### src/sv/triggered_capture_and_route_macros.svh
// Assertion macros for the triggered capture and route block.
// Expects clk_i and rst_ni in the scope where a macro is used.
`ifndef TRIGGERED_CAPTURE_AND_ROUTE_MACROS_SVH
`define TRIGGERED_CAPTURE_AND_ROUTE_MACROS_SVH

// Clocked check, off while reset is asserted.
`define TCR_ASSERT(lbl, prop, msg) \
  lbl: assert property (@(posedge clk_i) disable iff (!rst_ni) prop) else $error(msg);

// Clocked check that also holds during reset.
`define TCR_ASSERT_ALWAYS(lbl, prop, msg) \
  lbl: assert property (@(posedge clk_i) prop) else $error(msg);

`endif

### src/sv/tcr_pkg.sv
// Package for the triggered capture and route block: widths, defaults, codes.
// No dependencies.
`default_nettype none

package tcr_pkg;

  localparam int unsigned CAPTURE_DEPTH_DEF = 1024;
  localparam int unsigned DECIMATION_DEF    = 10;

  localparam int unsigned SAMPLE_W   = 12;
  localparam int unsigned PWM_W      = 16;
  localparam int unsigned SLOT_OUT_W = 10;
  localparam int unsigned CFG_IDX_W  = 2;
  localparam int unsigned CFG_DATA_W = 16;
  localparam int unsigned PWM_SHIFT  = 12;
  localparam int unsigned PROD_W     = SAMPLE_W + PWM_W;

  localparam logic [SAMPLE_W-1:0] MID_SCALE    = 12'h800;
  localparam logic [SAMPLE_W-1:0] PREV_A_RESET = 12'hfff;

  typedef enum logic [CFG_IDX_W-1:0] {
    CFG_APP_SELECT = 2'd0,
    CFG_RATE_MODE  = 2'd1,
    CFG_PWM_PERIOD = 2'd2
  } cfg_idx_e;

  typedef enum logic [1:0] {
    RATE_FULL  = 2'd0,
    RATE_DECIM = 2'd1,
    RATE_PWM   = 2'd2
  } rate_mode_e;

  typedef struct packed {
    logic                  dac_write;
    logic [SAMPLE_W-1:0]   dac_a;
    logic [SAMPLE_W-1:0]   dac_b;
    logic [PWM_W-1:0]      pwm_compare;
    logic [SLOT_OUT_W-1:0] slot_written;
    logic                  armed;
  } result_t;

endpackage

`default_nettype wire

### src/sv/triggered_capture_and_route.sv
// Triggered capture and route: top level with capture memories and output skid.
// Depends on tcr_pkg and triggered_capture_and_route_macros.svh.
//
// Usage:
//   Input channel: one beat carries a sample pair (sample_a_i, sample_b_i),
//   taken when in_valid_i is high and in_stall_o is low. The pair is written
//   into both capture memories at the current slot on every beat.
//   Output channel: at most one result beat per input beat, in order, taken
//   when out_valid_o is high and out_stall_i is low. In decimate mode only
//   every DECIMATION-th beat yields a result.
//   Config channel: cfg_index_i selects app_select, rate_mode or pwm_period;
//   cfg_ready_o is always high. Write only while the block is idle.
//   Each result is registered in the output register, or in the skid entry.
//   Throughput: one beat per cycle while in_stall_o is low; the pair write
//   into the capture memories and the single 12x16 compare multiply both
//   fit in that cycle. Stall: the output register is backed by one skid entry.
//   in_stall_o is the registered skid-occupied flag, so a receiver stall reaches
//   the input once a result waits in the skid entry; no beat is ever dropped.
//   Reset: counters, slot, config, valid flags clear; prev sample reads 0xfff.
//   No clearing pass: the capture memories hold garbage until written.
`default_nettype none

module triggered_capture_and_route
  import tcr_pkg::*;
#(
  parameter int unsigned CAPTURE_DEPTH = CAPTURE_DEPTH_DEF,
  parameter int unsigned DECIMATION    = DECIMATION_DEF
) (
  input  wire logic                  clk_i,
  input  wire logic                  rst_ni,
  // config write channel
  input  wire logic                  cfg_valid_i,
  output logic                       cfg_ready_o,
  input  wire logic [CFG_IDX_W-1:0]  cfg_index_i,
  input  wire logic [CFG_DATA_W-1:0] cfg_data_i,
  // sample input channel
  input  wire logic                  in_valid_i,
  output logic                       in_stall_o,
  input  wire logic [SAMPLE_W-1:0]   sample_a_i,
  input  wire logic [SAMPLE_W-1:0]   sample_b_i,
  // result output channel
  output logic                       out_valid_o,
  input  wire logic                  out_stall_i,
  output logic                       dac_write_o,
  output logic [SAMPLE_W-1:0]        dac_a_o,
  output logic [SAMPLE_W-1:0]        dac_b_o,
  output logic [PWM_W-1:0]           pwm_compare_o,
  output logic [SLOT_OUT_W-1:0]      slot_written_o,
  output logic                       armed_o
);

  localparam int unsigned SlotW = (CAPTURE_DEPTH > 1) ? $clog2(CAPTURE_DEPTH) : 1;
  localparam int unsigned DecW  = $clog2(DECIMATION + 1);

  // ---------------------------------------------------------------------------
  // Configuration registers
  // ---------------------------------------------------------------------------
  logic             app_select_q;
  logic [1:0]       rate_mode_q;
  logic [PWM_W-1:0] pwm_period_q;

  assign cfg_ready_o = 1'b1;

  always_ff @(posedge clk_i or negedge rst_ni) begin
    if (!rst_ni) begin
      app_select_q <= 1'b0;
      rate_mode_q  <= RATE_FULL;
      pwm_period_q <= '0;
    end else if (cfg_valid_i && cfg_ready_o) begin
      case (cfg_index_i)
        CFG_APP_SELECT: app_select_q <= cfg_data_i[0];
        CFG_RATE_MODE:  rate_mode_q  <= cfg_data_i[1:0];
        CFG_PWM_PERIOD: pwm_period_q <= cfg_data_i;
        default: ;  // unmapped index, write dropped
      endcase
    end
  end

  // ---------------------------------------------------------------------------
  // Capture state
  // ---------------------------------------------------------------------------
  logic                in_acc;
  logic [SlotW-1:0]    slot_q, slot_d;
  logic [SlotW:0]      slot_inc;
  logic [SAMPLE_W-1:0] prev_a_q;
  logic [31:0]         wrap_cnt_q, wrap_cnt_d;
  logic [31:0]         sample_cnt_q;
  logic [DecW-1:0]     dec_q, dec_d, dec_inc;
  logic                dec_hit;
  logic                trigger;

  // Capture memories, write only; readback lives outside this block.
  logic [SAMPLE_W-1:0] cap_mem_a_q [CAPTURE_DEPTH];
  logic [SAMPLE_W-1:0] cap_mem_b_q [CAPTURE_DEPTH];

  assign in_acc = in_valid_i && !in_stall_o;

  // Rising crossing of mid-scale on channel one.
  assign trigger  = (sample_a_i >= MID_SCALE) && (prev_a_q < MID_SCALE);
  assign slot_inc = {1'b0, slot_q} + 1'b1;

  always_comb begin
    wrap_cnt_d = wrap_cnt_q;
    if (slot_q == '0) begin
      // armed: start a pass on trigger
      slot_d = trigger ? SlotW'(1) : '0;
    end else if (slot_inc == (SlotW+1)'(CAPTURE_DEPTH)) begin
      slot_d     = '0;                 // wrap re-arms
      wrap_cnt_d = wrap_cnt_q + 32'd1;
    end else begin
      slot_d = slot_inc[SlotW-1:0];
    end
  end

  always_ff @(posedge clk_i) begin
    if (in_acc) begin
      cap_mem_a_q[slot_q] <= sample_a_i;
      cap_mem_b_q[slot_q] <= sample_b_i;
    end
  end

  // ---------------------------------------------------------------------------
  // Routing
  // ---------------------------------------------------------------------------
  logic [PROD_W-1:0]     pwm_prod;
  logic [PWM_W-1:0]      pwm_scaled;
  logic [SlotW+9:0]      slot_ext;
  logic                  decimating;
  logic                  produce;
  result_t               res_new;

  assign pwm_prod   = PROD_W'(sample_a_i) * PROD_W'(pwm_period_q);
  assign pwm_scaled = pwm_prod[PROD_W-1:PWM_SHIFT];
  assign slot_ext   = {10'b0, slot_q};

  assign decimating = !app_select_q && (rate_mode_q == RATE_DECIM);
  assign dec_inc    = dec_q + 1'b1;
  assign dec_hit    = dec_inc >= DecW'(DECIMATION);
  assign dec_d      = dec_hit ? '0 : dec_inc;
  assign produce    = !decimating || dec_hit;

  always_comb begin
    res_new.slot_written = slot_ext[SLOT_OUT_W-1:0];
    res_new.armed        = (slot_d == '0);
    if (app_select_q) begin
      res_new.dac_write   = 1'b0;
      res_new.dac_a       = '0;
      res_new.dac_b       = '0;
      res_new.pwm_compare = pwm_scaled;
    end else begin
      res_new.dac_write   = 1'b1;
      res_new.dac_a       = sample_a_i;
      res_new.dac_b       = sample_b_i;
      res_new.pwm_compare = (rate_mode_q == RATE_PWM) ? pwm_scaled : '0;
    end
  end

  always_ff @(posedge clk_i or negedge rst_ni) begin
    if (!rst_ni) begin
      slot_q       <= '0;
      prev_a_q     <= PREV_A_RESET;
      wrap_cnt_q   <= '0;
      sample_cnt_q <= '0;
      dec_q        <= '0;
    end else if (in_acc) begin
      slot_q       <= slot_d;
      prev_a_q     <= sample_a_i;
      wrap_cnt_q   <= wrap_cnt_d;
      sample_cnt_q <= sample_cnt_q + 32'd1;
      if (decimating) begin
        dec_q <= dec_d;
      end
    end
  end

  // ---------------------------------------------------------------------------
  // Output register with one skid entry
  // ---------------------------------------------------------------------------
  logic    out_valid_q, skid_valid_q;
  result_t out_q, skid_q;
  logic    out_fire, out_free, new_res;

  assign out_fire   = out_valid_q && !out_stall_i;
  assign out_free   = !out_valid_q || out_fire;
  assign new_res    = in_acc && produce;
  assign in_stall_o = skid_valid_q;

  always_ff @(posedge clk_i or negedge rst_ni) begin
    if (!rst_ni) begin
      out_valid_q  <= 1'b0;
      skid_valid_q <= 1'b0;
    end else if (skid_valid_q) begin
      // input is stalled; drain skid first
      if (out_free) begin
        out_valid_q  <= 1'b1;
        skid_valid_q <= 1'b0;
      end
    end else if (new_res) begin
      if (out_free) begin
        out_valid_q <= 1'b1;
      end else begin
        skid_valid_q <= 1'b1;
      end
    end else if (out_fire) begin
      out_valid_q <= 1'b0;
    end
  end

  always_ff @(posedge clk_i) begin
    if (skid_valid_q) begin
      if (out_free) begin
        out_q <= skid_q;
      end
    end else if (new_res) begin
      if (out_free) begin
        out_q <= res_new;
      end else begin
        skid_q <= res_new;
      end
    end
  end

  assign out_valid_o    = out_valid_q;
  assign dac_write_o    = out_q.dac_write;
  assign dac_a_o        = out_q.dac_a;
  assign dac_b_o        = out_q.dac_b;
  assign pwm_compare_o  = out_q.pwm_compare;
  assign slot_written_o = out_q.slot_written;
  assign armed_o        = out_q.armed;

  // ---------------------------------------------------------------------------
  // Assertions
  // ---------------------------------------------------------------------------
`include "triggered_capture_and_route_macros.svh"

  `TCR_ASSERT_ALWAYS(a_skid_behind_out, skid_valid_q |-> out_valid_q, "skid full with empty output")
  `TCR_ASSERT(a_dec_range, dec_q < DecW'(DECIMATION), "decimation counter out of range")
  `TCR_ASSERT(a_slot_step, (in_acc && slot_q != '0) |=> (slot_q == '0) || (slot_q == $past(slot_q) + 1'b1), "slot did not advance by one")
  `TCR_ASSERT(a_pwm_result, (in_acc && app_select_q) |=> out_valid_q, "PWM beat produced no result")

endmodule

`default_nettype wire
### config.mk
export PLATFORM = sky130hd
export DESIGN_NAME = triggered_capture_and_route
export DESIGN_NICKNAME = d
export VERILOG_FILES = /design/src/sv/tcr_pkg.sv /design/src/sv/triggered_capture_and_route.sv
export VERILOG_INCLUDE_DIRS = /design/src /design/src/sv
export SDC_FILE = /design/constraint.sdc
export NUM_CORES = 1
export LEC_CHECK = 0
export ABC_CLOCK_PERIOD_IN_PS = 16200
export BUFFER_PORTS_ARGS = -buffer_cell sky130_fd_sc_hd__buf_2
export CELL_PAD_IN_SITES_DETAIL_PLACEMENT = 0
export CELL_PAD_IN_SITES_GLOBAL_PLACEMENT = 2
export CORE_MARGIN = 5
export CORE_UTILIZATION = 25
export DETAILED_ROUTE_END_ITERATION = 8
export PLACE_DENSITY = 0.52
export SYNTH_ARGS = -nofsm -noshare
export SYNTH_HDL_FRONTEND = slang
export SYNTH_SLANG_ARGS = --single-unit
### constraint.sdc
create_clock -name clk_i -period 16.2 [get_ports clk_i]
set_clock_uncertainty 0.15 [all_clocks]
set_input_delay 0.81 -clock clk_i [delete_from_list [all_inputs] [get_ports clk_i]]
set_output_delay 0.81 -clock clk_i [all_outputs]
set_load 0.02 [all_outputs]
* Yosys cells after proc, flatten, opt, wreduce, memory -nomap -nowiden
Index checks and enable logic that the tools add are counted.
** Cells by class
- Add/sub/neg operators :: 2
- $mul :: 1
- $lt $le $gt $ge :: 3
- Equality and inequality tests :: 5
- Multiplexer cells :: 17
- Bitwise gates (word level) :: 2
- Reduce and logical (&&, ||, !) cells :: 23
** Operator list (number)
- 52-bit two-way mux :: 4
- 41-bit two-way mux :: 1
- 12-bit by 16-bit multiplier with 28-bit output :: 1
- 10-bit logical NOT :: 2
- 10-bit two-way mux :: 2
- 16-bit two-way mux :: 1
- 12-bit greater-or-equal comparator, second input constant :: 1
- 12-bit < comparator, second input constant :: 1
- 10-bit by 1-bit adder with 11-bit output, second input constant :: 1
- 11-bit == test, second input constant :: 1
- 2-bit AND reduction :: 5
- 1-bit two-way mux :: 8
- 1-bit logical AND :: 5
- 1-bit logical NOT :: 5
- 4-bit by 1-bit adder with 4-bit output, second input constant :: 1
- 2-bit by 1-bit == test with 1-bit output, second input constant :: 2
- 2-bit == test, second input constant :: 2
- 4-bit greater-or-equal comparator, second input constant :: 1
- 4-bit two-way mux :: 1
- 3-bit AND reduction :: 1
- 3-bit nonzero test :: 1
- 2-bit logical NOT :: 1
- 1-bit logical OR :: 2
- 1-bit NOT :: 2
- 2-bit nonzero test :: 1
** Storage, ports and cells
- Register bits after elaboration :: 151
- Input port bits :: 47
- Output and inout bits :: 55
- Word-level logic and storage cells :: 73

* Depth between registers and ports, before layout
- Depth after elaboration :: 8
- Mapped depth :: 21
- Mapped depth without buffers :: 18

* Worst setup path before layout
Ideal clock, no wire load.
- Path type :: input to register
- From :: in sample_a_i[5]
- To :: reg out_q, in the netlist pwm_compare_o[15], data pin
- Library setup time :: 0.275 ns
- Arrival :: 5.739 ns
- Required time :: 15.775 ns
- Setup slack :: 10.037 ns
- Cell stages on the path :: 18
- Buffers on the path :: 2
- Cells stage by stage :: clkbuf_1 clkbuf_1 nand2_1 fa_1 fa_1 fa_1 inv_1 fa_1 inv_1 fa_1 inv_1 ha_1 a21oi_1 o21ai_0 a21o_1 a211o_1 a2111oi_0 o31ai_1
** On the way
- Longest elaborated chain between the ends :: 6
** RTL lines
- start: declaration :: RTL line triggered_capture_and_route.sv:39 : input wire logic [SAMPLE_W-1:0] sample_a_i,
- 12-bit by 16-bit multiplier with 28-bit output (*) :: RTL line triggered_capture_and_route.sv:132 : assign pwm_prod = PROD_W'(sample_a_i) * PROD_W'(pwm_period_q);
- 16-bit two-way mux :: RTL line triggered_capture_and_route.sv:154 : res_new.pwm_compare = (rate_mode_q == RATE_PWM) ? pwm_scaled : '0;
- 41-bit two-way mux (*) :: RTL line triggered_capture_and_route.sv:145 : if (app_select_q) begin
- 52-bit two-way mux (*) :: RTL line triggered_capture_and_route.sv:215 : if (out_free) begin
- 52-bit two-way mux (*) :: RTL line triggered_capture_and_route.sv:214 : end else if (new_res) begin
- 52-bit two-way mux (*) :: RTL line triggered_capture_and_route.sv:210 : if (skid_valid_q) begin
- end signal: assignment :: RTL line triggered_capture_and_route.sv:212 : out_q <= skid_q;
- end signal: assignment :: RTL line triggered_capture_and_route.sv:216 : out_q <= res_new;
- end: declaration :: RTL line triggered_capture_and_route.sv:180 : result_t out_q, skid_q;
Mark *: on every way between the ends. The rest lies on a longest branch, timed or not. The select of a mux whose other input is x is not followed.
A chain may end at the register's enable or synchronous reset.

* Final worst setup path
- From :: reg pwm_period_q[10]
- To :: reg out_q, in the netlist pwm_compare_o[15], data pin
** On the way
- Longest elaborated chain between the ends :: 6
** RTL lines
- start: declaration :: RTL line triggered_capture_and_route.sv:60 : logic [PWM_W-1:0] pwm_period_q;
- start signal: assignment :: RTL line triggered_capture_and_route.sv:73 : CFG_PWM_PERIOD: pwm_period_q <= cfg_data_i;
- 12-bit by 16-bit multiplier with 28-bit output (*) :: RTL line triggered_capture_and_route.sv:132
- 16-bit two-way mux :: RTL line triggered_capture_and_route.sv:154
- 41-bit two-way mux (*) :: RTL line triggered_capture_and_route.sv:145
- 52-bit two-way mux (*) :: RTL line triggered_capture_and_route.sv:215
- 52-bit two-way mux (*) :: RTL line triggered_capture_and_route.sv:214
- 52-bit two-way mux (*) :: RTL line triggered_capture_and_route.sv:210
Marked as above.

==> impl_results.md <==
- Post-cts sizing count: 0
- CTS tree: built
- Max stage delay on crit path: 620 ps
- Syn_nets: 1387
- Final setup TNS: 0 ps
- H-Tree Depth: 4
- Final Hold Vio Count: 0
- Antenna-violating nets left: 0
- Starting density of the core: 25.34%
- Global-route wire length before repair: 53070 um
- Sink Count: 140
- Synth area leader: edfxtp_1
- Critical Path RT: 16230 ps
- Worst endpoint data arrival time: 6300 ps
- Num ports: 102
- Upper clock frequency limit: 159.6 MHz
- Via Count: 8087
- Synthesis-to-layout area growth: 14.78%
- Iteration-0 DRC Markers: 288
- Max_slew headroom: 33.30%
- Core box area: 46650 sq um
- Post-Synthesis Cells: 1135
- Largest net degree at the start of global routing: 47
- Ant diodes: 0
- GRT overflow: 0
- Clock transition at path regs: 60 ps
- Pre-antenna DRT Iters: 5
- Skew-Pair Late Insertion Delay: 460 ps
- Cell Chain, Critical Path: and2_1 -> fa_1 -> inv_1 -> fa_1 -> inv_1 -> fa_1 -> fa_1 -> inv_1 -> fa_1 -> inv_1 -> ha_1 -> a211oi_1 -> o21ai_0 -> and2_1 -> a211o_1 -> a2111oi_0 -> o31ai_1
- Final period utilization: 38.68%
- Buffers added on ports: 100
- Hold buffers post-CTS: 0
- Fin nets: 1460
- CP max FO: 13
- CP max stage cell: dfrtp_1
- Synth cell types: 63
- Mapped cell area: 11820 sq um
- Post-layout minimum cycle time: 6266 ps
- Worst setup SP type: flip-flop
- # DRC: 0
- Routed WL: 33760 um
- Die Wd: 227.5 um
- Fraction of layout cells with a size suffix above 1: 16.30%
- Worst Max-Slew Pin Slew: 1001 ps
- Clock Root Buffer: clkbuf_16
- Seq cells post-synth: 140
- Outcome: finished clean
- Yosys warnings: 0
- GPL Wtd Cong: 0.7467
- R2r setup slk: 9930 ps
- Final setup vio count: 0
- Buf+Inv Stages, Crit Path: 4
- Worst hold path class: flip-flop to flip-flop
- Vias per std cell: 4.424
- Row count: 79
- Final instance area: 13570 sq um
- Sequential share of the synthesized area: 34.05%
- Post-synth EDFFs: 104
- Asr flop ratio synth: 25.71%
- Family with the most delay on the worst path: adder cells
- Post-Layout Cell Count: 1828
- Crit Path Class: flip-flop to flip-flop
- Final Max Tran Viols: 0
- Die ar.: 51740 sq um
- Num CTS Buffers: 17
- Capturing element type of the critical path: flip-flop
- Most used DFF post-synth: edfxtp_1
- Placed Area: 12960 sq um
- Most frequent CP cell: fa_1
- Die Y: 227.5 um
- Yosys top cell area share: 26.42%
- Top cells by area, synth: edfxtp_1, fa_1, dfrtp_1
- Worst-case clock buffer depth: 2
- Postcts setup bufs: 0
- Total track usage: 13.65%
- Wire per inst: 18.47 um
- DPL Wire Length: 24880 um
- Vias in the first global route: 8935
- Max Cap Viol: 0
- Placed cells: 1796
- RSZ-0062 raised after global routing: false
- Avg Cell Area, Syn: 10.42 sq um
- Initial antenna violation count: 0
-- per-stage QoR --
step	utilization, %	setup WS, ps	hold slack [ps]
2_1_floorplan	-	10040	269.6
5_1_grt	29.09	9522	322.0
4_1_cts	29.09	9893	308.7
3_5_place_dp	27.77	9467	297.0
3_3_place_gp	27.77	9522	295.9
6_report	29.09	9934	307.2
-- worst reg2reg max path, cell delays in order (launching register included) --
cell       delay (ps)
dfrtp_1           620
and2_1            310
fa_1              480
inv_1              60
fa_1              540
inv_1              60
fa_1              450
fa_1              500
inv_1              50
fa_1              470
inv_1              40
ha_1              420
a211oi_1          320
o21ai_0           190
and2_1            200
a211o_1           360
a2111oi_0         620
o31ai_1           150
-- worst paths after layout --
path,from,to,depth (start not counted)
setup / recovery,pwm_period_q[10],pwm_compare_o[15],17
hold / removal,prev_a_q[11],prev_a_q[11],2
setup reg to reg,pwm_period_q[10],pwm_compare_o[15],17
hold reg to reg,prev_a_q[11],prev_a_q[11],2
max in group asynchronous,rst_ni,in_stall_o,1
min in group asynchronous,rst_ni,slot_q[8],1
-- cells in the final DEF, fill, tap and decap left out, types with 6 or more instances in the layout --
cell,instances
inv_1,186
nand2_1,177
fa_1,139
edfxtp_1,104
buf_2,100
and2_1,68
ha_1,66
mux2_2,49
dfrtp_1,34
nor2_1,30
nor2b_1,25
a21oi_1,22
o21ai_0,19
clkbuf_16,17
nand3_1,15
nor3_1,14
xnor2_1,13
buf_4,12
o31ai_1,10
a21o_1,10
nand2b_1,9
nand4_1,7
a211oi_1,6
xor2_1,6
-- registers in the layout, indices dropped and copies added (netlist names), 2 cells and up --
name,flops
skid_q,52
pwm_compare_o,16
pwm_period_q,16
dac_a_o,12
dac_b_o,12
slot_q,10
slot_written_o,10
dec_q,4
rate_mode_q,2
-- final cells by class --
type	count	area (sq um)
timing repair buffer	112	590.6
fill	4943	33080
inverter	186	698.2
multi-input combinational	751	6882
tap	607	759.5
clock inverter	14	185.2
clock buffer	18	429.2
sequential	140	4026
-- cell families (layout without fill, tap and decap cells) --
logic type / after synthesis / after routing / share of synthesized area (%)
and+or+nand+nor: 371 / 371 / 15.26
buffers and inverters: 244 / 330 / 7.906
adders and majority gates: 205 / 205 / 30.52
DFF: 140 / 140 / 34.05
AOI/OAI and AO/OA: 102 / 102 / 5.810
muxes: 53 / 53 / 5.016
xor gates and xnor gates: 19 / 19 / 1.408
other: 1 / 1 / 0.03172
-- routing by layer --
metal | part of all wire (%) | wire, um | vias up | track usage [%]
met5 | 0 | 0 | - | 0
met4 | 1.3 | 430 | 0 | 3.202
met3 | 3.2 | 1087 | 23 | 2.708
met2 | 51 | 17120 | 110 | 24.28
met1 | 45 | 15120 | 4146 | 17.14
li1 | - | - | 3808 | -
-- synthesized netlist by cell type (5+ instances only) --
cell        n
a211o_1     5
a211oi_1    6
a21o_1     10
a21oi_1    23
and2_1     68
clkbuf_1   50
dfrtp_1    35
edfxtp_1  104
fa_1      139
ha_1       66
inv_1     186
mux2_2     49
nand2_1   177
nand2b_1    9
nand3_1    15
nand3b_1    5
nand4_1     7
nor2_1     31
nor2b_1    25
nor3_1     14
o21ai_0    19
o31ai_1    10
xnor2_1    13
xor2_1      6
Power is not shown: default switching activity piles up to over one toggle a cycle in this logic, so the estimate is an artifact.
